### config.mk
export PLATFORM = sky130hd
export DESIGN_NAME = epsilon_greedy_arm_selector
export DESIGN_NICKNAME = d
export VERILOG_FILES = /design/src/design/egas_pkg.sv /design/src/design/egas_table.sv /design/src/design/egas_div.sv /design/src/design/epsilon_greedy_arm_selector.sv
export VERILOG_INCLUDE_DIRS = /design/src /design/src/design
export SDC_FILE = /design/constraint.sdc
export NUM_CORES = 2
export LEC_CHECK = 0
export BUFFER_PORTS_ARGS = -buffer_cell sky130_fd_sc_hd__buf_2
export CORE_MARGIN = 1
export CORE_UTILIZATION = 45
export DETAILED_ROUTE_END_ITERATION = 8
export PLACE_DENSITY = 0.65
export SLEW_MARGIN = 20
export SYNTH_ARGS = -nofsm -noshare
export SYNTH_HDL_FRONTEND = slang
export SYNTH_SLANG_ARGS = --single-unit
### constraint.sdc
create_clock -name i_clk -period 8.8 [get_ports i_clk]
set_clock_uncertainty 0.05 [all_clocks]
set_input_delay 1.32 -clock i_clk [delete_from_list [all_inputs] [get_ports i_clk]]
set_output_delay 1.32 -clock i_clk [all_outputs]
set_load 0.02 [all_outputs]
### src/design/epsilon_greedy_arm_selector_defines.svh
// Assertion macros shared by the arm selector modules.
// No dependencies; included by each file that carries assertions.
`ifndef EPSILON_GREEDY_ARM_SELECTOR_DEFINES_SVH
`define EPSILON_GREEDY_ARM_SELECTOR_DEFINES_SVH

// Same-cycle implication, disabled while reset is held
`define EGAS_ASSERT_IMP(lbl, clk, rst_n, ante, cons, msg) \
    lbl: assert property (@(posedge clk) disable iff (!rst_n) (ante) |-> (cons)) \
        else $error(msg);

// Next-cycle implication, disabled while reset is held
`define EGAS_ASSERT_NXT(lbl, clk, rst_n, ante, cons, msg) \
    lbl: assert property (@(posedge clk) disable iff (!rst_n) (ante) |=> (cons)) \
        else $error(msg);

`endif

### src/design/egas_pkg.sv
// Shared constants, codes and types for the epsilon-greedy arm selector.
// No dependencies.
package egas_pkg;

    localparam int MAX_ARMS  = 16;
    localparam int ARM_W     = 4;
    localparam int NARM_W    = 5;
    localparam int CNT_W     = 24;
    localparam int VAL_W     = 32;
    localparam int FRAC_W    = 16;
    localparam int DIV_W     = VAL_W + 1;
    localparam int DIV_STEPS = DIV_W;
    localparam int DIV_CNT_W = 6;

    localparam logic [CNT_W-1:0] COUNT_MAX = {CNT_W{1'b1}};

    // action codes
    localparam logic [1:0] ACT_SELECT = 2'd0;
    localparam logic [1:0] ACT_UPDATE = 2'd1;
    localparam logic [1:0] ACT_CLEAR  = 2'd2;

    // configuration register indexes
    localparam logic REG_EXPLORE = 1'b0;
    localparam logic REG_ARMS    = 1'b1;

    // one arm's statistics as held in the table
    typedef struct packed {
        logic [CNT_W-1:0]        count;
        logic signed [VAL_W-1:0] value;
    } t_entry;

endpackage

### src/design/egas_table.sv
// Arm statistics table: one write port, one registered read port.
// Per-entry valid bits let a clear empty every entry at once. Depends on egas_pkg.
module egas_table (
    input  logic                     i_clk,
    input  logic                     i_rst_n,
    input  logic                     i_clear,
    input  logic                     i_rd_en,
    input  logic [egas_pkg::ARM_W-1:0] i_rd_addr,
    output egas_pkg::t_entry         o_rd_data,
    input  logic                     i_wr_en,
    input  logic [egas_pkg::ARM_W-1:0] i_wr_addr,
    input  egas_pkg::t_entry         i_wr_data
);
    import egas_pkg::*;

    t_entry              r_mem [MAX_ARMS];
    logic [MAX_ARMS-1:0] r_valid;
    t_entry              r_rd_data;
    logic                r_rd_valid;

    // storage array, no reset
    always_ff @(posedge i_clk) begin
        if (i_wr_en) begin
            r_mem[i_wr_addr] <= i_wr_data;
        end
        if (i_rd_en) begin
            r_rd_data <= r_mem[i_rd_addr];
        end
    end

    // valid bits: cleared by reset or clear, set on write
    always_ff @(posedge i_clk) begin
        if (!i_rst_n) begin
            r_valid    <= '0;
            r_rd_valid <= 1'b0;
        end else begin
            if (i_clear) begin
                r_valid <= '0;
            end else if (i_wr_en) begin
                r_valid[i_wr_addr] <= 1'b1;
            end
            if (i_rd_en) begin
                r_rd_valid <= r_valid[i_rd_addr];
            end
        end
    end

    // an entry never written since clear reads as zero
    assign o_rd_data = r_rd_valid ? r_rd_data : '0;

endmodule

### src/design/egas_div.sv
// Serial restoring divider: signed 33-bit dividend by unsigned 24-bit divisor,
// one quotient bit per cycle, truncation toward zero. Depends on egas_pkg.
module egas_div (
    input  logic                           i_clk,
    input  logic                           i_rst_n,
    input  logic                           i_start,
    input  logic signed [egas_pkg::DIV_W-1:0] i_dividend,
    input  logic [egas_pkg::CNT_W-1:0]     i_divisor,
    output logic                           o_done,
    output logic signed [egas_pkg::DIV_W-1:0] o_quot,
    output logic [egas_pkg::CNT_W-1:0]     o_rem
);
    import egas_pkg::*;

    `include "epsilon_greedy_arm_selector_defines.svh"

    logic                 r_busy;
    logic                 r_done;
    logic [DIV_CNT_W-1:0] r_cnt;
    logic                 r_neg;
    logic [DIV_W-1:0]     r_mag;
    logic [CNT_W-1:0]     r_rem;
    logic [CNT_W-1:0]     r_div;
    logic [CNT_W:0]       w_shift;
    logic [CNT_W:0]       w_sub;
    logic                 w_ge;

    // one restoring step
    assign w_shift = {r_rem, r_mag[DIV_W-1]};
    assign w_ge    = (w_shift >= {1'b0, r_div});
    assign w_sub   = w_shift - {1'b0, r_div};

    // control
    always_ff @(posedge i_clk) begin
        if (!i_rst_n) begin
            r_busy <= 1'b0;
            r_done <= 1'b0;
            r_cnt  <= '0;
        end else begin
            r_done <= 1'b0;
            if (i_start) begin
                r_busy <= 1'b1;
                r_cnt  <= DIV_CNT_W'(DIV_STEPS - 1);
            end else if (r_busy) begin
                if (r_cnt == '0) begin
                    r_busy <= 1'b0;
                    r_done <= 1'b1;
                end else begin
                    r_cnt <= r_cnt - 1'b1;
                end
            end
        end
    end

    // datapath: magnitude shifts out, quotient bits shift in
    always_ff @(posedge i_clk) begin
        if (i_start) begin
            r_neg <= i_dividend[DIV_W-1];
            r_mag <= i_dividend[DIV_W-1] ? DIV_W'(-i_dividend) : DIV_W'(i_dividend);
            r_rem <= '0;
            r_div <= i_divisor;
        end else if (r_busy) begin
            r_mag <= {r_mag[DIV_W-2:0], w_ge};
            r_rem <= w_ge ? w_sub[CNT_W-1:0] : w_shift[CNT_W-1:0];
        end
    end

    assign o_done = r_done;
    assign o_quot = r_neg ? -$signed(r_mag) : $signed(r_mag);
    assign o_rem  = r_rem;

    `EGAS_ASSERT_IMP(a_start_idle, i_clk, i_rst_n, i_start, !r_busy, "divider restarted while busy")
    `EGAS_ASSERT_NXT(a_done_pulse, i_clk, i_rst_n, r_done, !r_done && !r_busy, "done not a single pulse")

endmodule

### src/design/epsilon_greedy_arm_selector.sv
// Path from accepted word to result valid (n = arms in use, one table read a cycle):
//   exploit select, clear, unused action, rejected update: argmax walk over n arms;
//   explore select: 33-step serial modulo, then walk;
//   update: read, 33-step serial divide, write back, walk.
// One word at a time: the next is taken the cycle after the result loads.
// Synchronous active-low reset: counts and means read as zero, epsilon 6554, 16 arms.
module epsilon_greedy_arm_selector (
    input  logic        i_clk,
    input  logic        i_rst_n,
    // configuration write port
    input  logic        i_cfg_we,
    input  logic        i_cfg_idx,
    input  logic [15:0] i_cfg_data,
    // input stream
    input  logic        i_s_tvalid,
    output logic        o_s_tready,
    // tdata: random_fraction[15:0], random_arm[31:16], target_arm[35:32],
    //        reward[67:36], zero pad[71:68]
    input  logic [71:0] i_s_tdata,
    // tuser: action[1:0]
    input  logic [1:0]  i_s_tuser,
    // output stream
    output logic        o_m_tvalid,
    input  logic        i_m_tready,
    // tdata: selected_arm[3:0], explored[4], best_arm[8:5], status[9], zero pad[15:10]
    output logic [15:0] o_m_tdata
);
    import egas_pkg::*;

    `include "epsilon_greedy_arm_selector_defines.svh"

    localparam logic [2:0] S_IDLE    = 3'd0;
    localparam logic [2:0] S_UPD_RD  = 3'd1;
    localparam logic [2:0] S_UPD_DIV = 3'd2;
    localparam logic [2:0] S_MOD     = 3'd3;
    localparam logic [2:0] S_SCAN    = 3'd4;
    localparam logic [2:0] S_OUT     = 3'd5;

    logic [2:0]        r_state, n_state;
    logic [FRAC_W-1:0] r_eps;
    logic [NARM_W-1:0] r_arms;
    logic [NARM_W-1:0] w_n;

    // input word fields
    logic [1:0]        w_action;
    logic [FRAC_W-1:0] w_frac;
    logic [15:0]       w_rarm;
    logic [ARM_W-1:0]  w_arm;
    logic [VAL_W-1:0]  w_reward;
    logic              w_accept;
    logic              w_exploit;
    logic              w_bad_arm;

    // per-word registers
    logic [ARM_W-1:0]        r_arm;
    logic [VAL_W-1:0]        r_reward;
    logic [ARM_W-1:0]        r_sel;
    logic                    r_expl;
    logic                    r_status;
    logic                    r_use_best;
    logic [CNT_W-1:0]        r_count;
    logic signed [VAL_W-1:0] r_value;

    // table access
    t_entry           w_rd_data;
    logic             w_rd_en;
    logic [ARM_W-1:0] w_rd_addr;
    logic             w_wr_en;
    t_entry           w_wr_data;
    logic             w_clear;
    logic [CNT_W-1:0] w_cnt_new;
    logic signed [DIV_W-1:0] w_diff;

    // divider
    logic                    w_div_start;
    logic signed [DIV_W-1:0] w_div_dividend;
    logic [CNT_W-1:0]        w_div_divisor;
    logic                    w_div_done;
    logic signed [DIV_W-1:0] w_div_quot;
    logic [CNT_W-1:0]        w_div_rem;

    // argmax walk
    logic [NARM_W-1:0]       r_issue;
    logic                    r_cmp_vld;
    logic [ARM_W-1:0]        r_cmp_idx;
    logic [ARM_W-1:0]        r_best;
    logic signed [VAL_W-1:0] r_best_val;
    logic                    w_scan_issue;

    // output register
    logic        r_out_valid;
    logic [15:0] r_out_data;
    logic        w_out_load;

    assign w_action = i_s_tuser;
    assign w_frac   = i_s_tdata[15:0];
    assign w_rarm   = i_s_tdata[31:16];
    assign w_arm    = i_s_tdata[35:32];
    assign w_reward = i_s_tdata[67:36];

    // arm count clamped to 1..MAX_ARMS
    always_comb begin
        if (r_arms == '0) begin
            w_n = NARM_W'(1);
        end else if (r_arms > NARM_W'(MAX_ARMS)) begin
            w_n = NARM_W'(MAX_ARMS);
        end else begin
            w_n = r_arms;
        end
    end

    assign o_s_tready = (r_state == S_IDLE);
    assign w_accept   = i_s_tvalid && o_s_tready;
    assign w_exploit  = (w_frac > r_eps);
    assign w_bad_arm  = ({1'b0, w_arm} >= w_n);

    // configuration registers
    always_ff @(posedge i_clk) begin
        if (!i_rst_n) begin
            r_eps  <= FRAC_W'(6554);
            r_arms <= NARM_W'(MAX_ARMS);
        end else if (i_cfg_we) begin
            case (i_cfg_idx)
                REG_EXPLORE: r_eps  <= i_cfg_data;
                REG_ARMS:    r_arms <= i_cfg_data[NARM_W-1:0];
                default:     r_eps  <= r_eps;
            endcase
        end
    end

    // update read-modify: saturating count and exact 33-bit difference
    assign w_cnt_new = (w_rd_data.count == COUNT_MAX) ? w_rd_data.count
                                                      : w_rd_data.count + 1'b1;
    assign w_diff    = $signed({r_reward[VAL_W-1], r_reward})
                     - $signed({w_rd_data.value[VAL_W-1], w_rd_data.value});

    // divider is shared by the update step and the explore modulo
    assign w_div_start    = (w_accept && (w_action == ACT_SELECT) && !w_exploit)
                          || (r_state == S_UPD_RD);
    assign w_div_dividend = (r_state == S_UPD_RD) ? w_diff
                                                  : $signed({17'd0, w_rarm});
    assign w_div_divisor  = (r_state == S_UPD_RD) ? w_cnt_new
                                                  : {{(CNT_W-NARM_W){1'b0}}, w_n};

    egas_div u_div (
        .i_clk      (i_clk),
        .i_rst_n    (i_rst_n),
        .i_start    (w_div_start),
        .i_dividend (w_div_dividend),
        .i_divisor  (w_div_divisor),
        .o_done     (w_div_done),
        .o_quot     (w_div_quot),
        .o_rem      (w_div_rem)
    );

    // table port control
    assign w_scan_issue = (r_state == S_SCAN) && (r_issue < w_n);
    assign w_rd_en      = (w_accept && (w_action == ACT_UPDATE) && !w_bad_arm)
                        || w_scan_issue;
    assign w_rd_addr    = (r_state == S_SCAN) ? r_issue[ARM_W-1:0] : w_arm;
    assign w_clear      = w_accept && (w_action == ACT_CLEAR);
    assign w_wr_en      = (r_state == S_UPD_DIV) && w_div_done;
    assign w_wr_data.count = r_count;
    assign w_wr_data.value = r_value + w_div_quot[VAL_W-1:0];

    egas_table u_table (
        .i_clk     (i_clk),
        .i_rst_n   (i_rst_n),
        .i_clear   (w_clear),
        .i_rd_en   (w_rd_en),
        .i_rd_addr (w_rd_addr),
        .o_rd_data (w_rd_data),
        .i_wr_en   (w_wr_en),
        .i_wr_addr (r_arm),
        .i_wr_data (w_wr_data)
    );

    // sequencer next state
    always_comb begin
        n_state = r_state;
        case (r_state)
            S_IDLE: begin
                if (w_accept) begin
                    case (w_action)
                        ACT_SELECT: n_state = w_exploit ? S_SCAN : S_MOD;
                        ACT_UPDATE: n_state = w_bad_arm ? S_SCAN : S_UPD_RD;
                        default:    n_state = S_SCAN;
                    endcase
                end
            end
            S_UPD_RD:  n_state = S_UPD_DIV;
            S_UPD_DIV: if (w_div_done) n_state = S_SCAN;
            S_MOD:     if (w_div_done) n_state = S_SCAN;
            S_SCAN:    if (!w_scan_issue && !r_cmp_vld) n_state = S_OUT;
            S_OUT:     if (w_out_load) n_state = S_IDLE;
            default:   n_state = S_IDLE;
        endcase
    end

    always_ff @(posedge i_clk) begin
        if (!i_rst_n) begin
            r_state <= S_IDLE;
        end else begin
            r_state <= n_state;
        end
    end

    // per-word payload
    always_ff @(posedge i_clk) begin
        if (w_accept) begin
            r_arm      <= w_arm;
            r_reward   <= w_reward;
            r_sel      <= '0;
            r_expl     <= (w_action == ACT_SELECT) && !w_exploit;
            r_use_best <= (w_action == ACT_SELECT) && w_exploit;
            r_status   <= (w_action == ACT_UPDATE) && w_bad_arm;
        end
        if (r_state == S_UPD_RD) begin
            r_count <= w_cnt_new;
            r_value <= w_rd_data.value;
        end
        if ((r_state == S_MOD) && w_div_done) begin
            r_sel <= w_div_rem[ARM_W-1:0];
        end
    end

    // argmax walk: issue one read a cycle, compare as data returns
    always_ff @(posedge i_clk) begin
        if (!i_rst_n) begin
            r_issue   <= '0;
            r_cmp_vld <= 1'b0;
        end else if (r_state == S_SCAN) begin
            r_cmp_vld <= w_scan_issue;
            if (w_scan_issue) begin
                r_issue <= r_issue + 1'b1;
            end
        end else begin
            r_issue   <= '0;
            r_cmp_vld <= 1'b0;
        end
    end

    always_ff @(posedge i_clk) begin
        if (w_scan_issue) begin
            r_cmp_idx <= r_issue[ARM_W-1:0];
        end
        if (r_cmp_vld) begin
            if ((r_cmp_idx == '0) || (w_rd_data.value > r_best_val)) begin
                r_best     <= r_cmp_idx;
                r_best_val <= w_rd_data.value;
            end
        end
    end

    // output register
    assign w_out_load = (r_state == S_OUT) && (!r_out_valid || i_m_tready);

    always_ff @(posedge i_clk) begin
        if (!i_rst_n) begin
            r_out_valid <= 1'b0;
        end else if (w_out_load) begin
            r_out_valid <= 1'b1;
        end else if (i_m_tready) begin
            r_out_valid <= 1'b0;
        end
    end

    always_ff @(posedge i_clk) begin
        if (w_out_load) begin
            r_out_data <= {6'd0, r_status, r_best, r_expl,
                           (r_use_best ? r_best : r_sel)};
        end
    end

    assign o_m_tvalid = r_out_valid;
    assign o_m_tdata  = r_out_data;

    `EGAS_ASSERT_IMP(a_cmp_in_range, i_clk, i_rst_n, r_cmp_vld,
        ({1'b0, r_cmp_idx} < w_n), "walk compared an arm outside those in use")
    `EGAS_ASSERT_NXT(a_busy_after_accept, i_clk, i_rst_n, w_accept,
        !o_s_tready, "new word taken before the current one finished")
    `EGAS_ASSERT_IMP(a_done_expected, i_clk, i_rst_n, w_div_done,
        ((r_state == S_MOD) || (r_state == S_UPD_DIV)), "divider finished out of turn")

endmodule
==> flow_summary.ini <==
[run_status]
outcome = finished, final reports clean

[finish]
syn2layout_area_growth_pct = 12.2
fillers = 9806
fin_nets = 3915
final_cells = 5380
final_area_um2 = 61100
drive_gt1_share_pct = 17.5

[flow_run]
drv_cap = 0

[synth]
ys_seq_area_share_pct = 66.9
synth_xor_area_share_pct = 2.16
yosys_warnings = 0
synthCells = 3536
synth-simple-area-share_pct = 7.40
syn_area_per_cell_um2 = 15.4
yosys-top-cells-area = edfxtp_1 (64%), mux4_2 (9.4%), ha_1 (3.5%)
synth_mux_area_share_pct = 10.1
synth-edff-count = 1159
ys_seq_elements = 1239
netlist.area_leader.share_pct = 64.0
synthArstFlopShare_pct = 0
synth_cell_types = 98
post-synth-top-area-cell = edfxtp_1
synth_flop_cell = edfxtp_1
synth_top_family_by_area = multiplexers
synth_fa_ha_area_share_pct = 3.58
netlist_area_um2 = 54400
synth_compound_area_share_pct = 7.58

[detailed_routing]
route.detailed.drc = 0
vias = 30700
ant_nets = 0
initialDrtViolationCount = 2428
wl_per_cell_um = 23.1
drtPass1Iterations = 5
via_per_inst = 5.70
wirelength_mm = 124

[timing]
rsz0062_at_grt = false
maxSlewViolCount = 0
fmax_ghz = 0.186
fin_hold_ws_ps = 374
finalSetupTns_ps = 0
fin_crit_sh_pct = 61.1
setup_viol = 0
relSlewSlack_pct = 22.7
hold_viol = 0
post-route-min-period_ps = 5380
tightest_slew_ps = 1160

[clocking]
cts_setup_buffers = 0
cts_tree = built
cts_resized = 0
clock-root-buffer = clkbuf_16
cts_hold_buf = 0
clk_pin_slew_worst_paths_ps = 60
clk_latency_ps = 730
clkSinkCount = 1239
cts_max_level = 3
numCtsBuffers = 120
cts_buffer_depth = 3

[floorplan]
fp.dieW_um = 350
start_util_pct = 45.4
rows = 127
ios = 114
die_y_um = 350
core_area_um2 = 120000
dieArea_um2 = 122000

[power]
switching_share_pct = 33.3
leakage_uw = 0.0212
p_clk_share_pct = 24.9
netSwitchingPower_uw = 6890
peakVddDrop_mv = 0.288
comb_power_share_pct = 31.7
p_seq_share_pct = 43.4
internal_power_uw = 13800
cellPowerDensity_nw_per_um2 = 339
p_total_uw = 20700

[global_routing]
top_usage_layer = met2
gr-total-overflow = 0
grtUsageMet3_pct = 2.79
antenna_found_initial = 1
grt_max_degree = 115
grt_pass1_wl_mm = 186
met2_usage_pct = 32.6
first_global_vias = 30000
grt_use_met1_pct = 28.7
grt_usage_pct = 20.2

[place]
gp_congestion = 0.833
place_inst = 5155
port_buffers = 103
hpwlAfterDp_mm = 71.9
postPlaceCellArea_um2 = 57000

[worst_setup_path]
end_kind = flop
critPathRequiredTime_ps = 9170
arrival_ps = 5750
crit_path_max_fanout = 16
r2r_start = u_div.r_mag[5]
crit_path_start_kind = flop
crit_type = flop to flop
cp-startpoint = u_div.r_mag[5]

[hold_path]
worstHoldPathType = flop to flop
holdCritStartpoint = r_expl
## flip-flops by register name, indices dropped and copies added, names as in the netlist, 24 cells and up
signal	flops
u_table.r_mem	896
u_table.r_rd_data	56
u_div.r_mag	33
r_best_val	32
r_reward	32
r_value	32
r_count	24
u_div.o_rem	24
u_div.r_div	24
## placed cells by master (no fill, tap or decap), drive strengths merged, types with 7 or more instances in the layout
cell and n:
a211oi 67, o21ai 99, nand3 44, o31ai 21, buf 158, a2111oi 7, nand2b 28, nand2 322
nor4 14, xnor2 87, mux2i 28, nor2 132, mux2 8, bufinv 13, or3 17, a21o 52
and3 28, a21boi 25, inv 156, ha 151, dfxtp 80, o21a 47, o31a 9, o21bai 11
clkbuf 149, a31oi 72, a21oi 151, o211ai 18, nor2b 35, and2 92, clkinv 51, nand4 26
mux4 228, nand3b 9, xor2 47, edfxtp 1159, nor3 43
## worst paths after layout
kind | endpoint | slack (ps) | cells after the start
setup / recovery | u_table.r_mem[2][30] | 3420 | 17
hold / removal | o_m_tdata[4] | 370 | 0
setup reg to reg | u_table.r_mem[2][30] | 3420 | 17
hold reg to reg | o_m_tdata[4] | 370 | 0
## power groups by stage
| stage | Combinational, µW | Clock (µW) | Sequential, µW |
|---|---|---|---|
| 3_5_place_dp | 6390 | 0 | 9110 |
| 4_1_cts | 6420 | 5260 | 9000 |
| 3_3_place_gp | 6270 | 0 | 9100 |
| 2_1_floorplan | 4520 | 0 | 8930 |
| 6_report | 6560 | 5160 | 8990 |
| 5_1_grt | 7170 | 5460 | 9050 |
## cell usage after synthesis, drive strengths merged (5+ instances only)
cell type and instances:
a2111oi 7, a211oi 67, a21boi 25, a21o 52, a21oi 151, a221oi 5, a31oi 72, and2 92
and3 28, and4 6, buf 45, clkbuf 111, dfxtp 80, edfxtp 1159, ha 151, inv 149
mux2 8, mux2i 28, mux4 228, nand2 322, nand2b 28, nand3 44, nand3b 9, nand4 26
nor2 132, nor2b 35, nor3 43, nor4 14, o211ai 18, o21a 47, o21ai 99, o21bai 11
o31a 9, o31ai 21, or2 6, or3 17, or4 6, xnor2 87, xor2 47
## layout make-up
type	count	area [µm²]	area share, %
Clock inverter	74	758	1.24
Timing Repair Buffer	158	1020	1.68
Tap cell	1612	2020	3.30
Inverter	149	562	0.920
Clock buffer	149	3170	5.20
Antenna cell	2	5.00	0.00819
Sequential cell	1239	36400	59.6
Multi-Input combinational cell	1997	17100	28.0
## critical path: stages, from the launching register on
cell and delay, ps:
edfxtp_1 440, or4_1 580, or4_1 570, inv_1 80, nand2_1 170, o31ai_1 320, xnor2_1 120, ha_1 410
and3_1 210, nand2_1 90, a211oi_1 200, a21oi_1 180, o31a_1 370, o211ai_1 200, o311a_1 260, a21o_1 140
a21oi_1 90, xnor2_2 570
## per-layer routing
metal | share of wire, % | vias to the layer above
li1 | - | 14000
met1 | 44 | 15600
met2 | 48 | 947
met3 | 6.4 | 157
met4 | 2.2 | 2
met5 | 0.010 | -
## logic make-up (layout without fill, tap and decap cells)
logic type	after synthesis	after routing
xor gates and xnor gates	134	134
DFF	1239	1239
adders and majority gates	154	154
and+or+nand+nor	819	819
buffers and inverters	305	530
other	1	8
AOI/OAI and AO/OA	620	620
muxes	264	264
## stage by stage
stage | util [%] | setup slack, ps
floorplan | - | 3170
global placement | 47.5 | 3230
detailed placement | 47.5 | 3150
CTS | 50.8 | 3070
global route | 50.9 | 2960
finish | 50.9 | 3420
(Power assumes the default switching activity.)
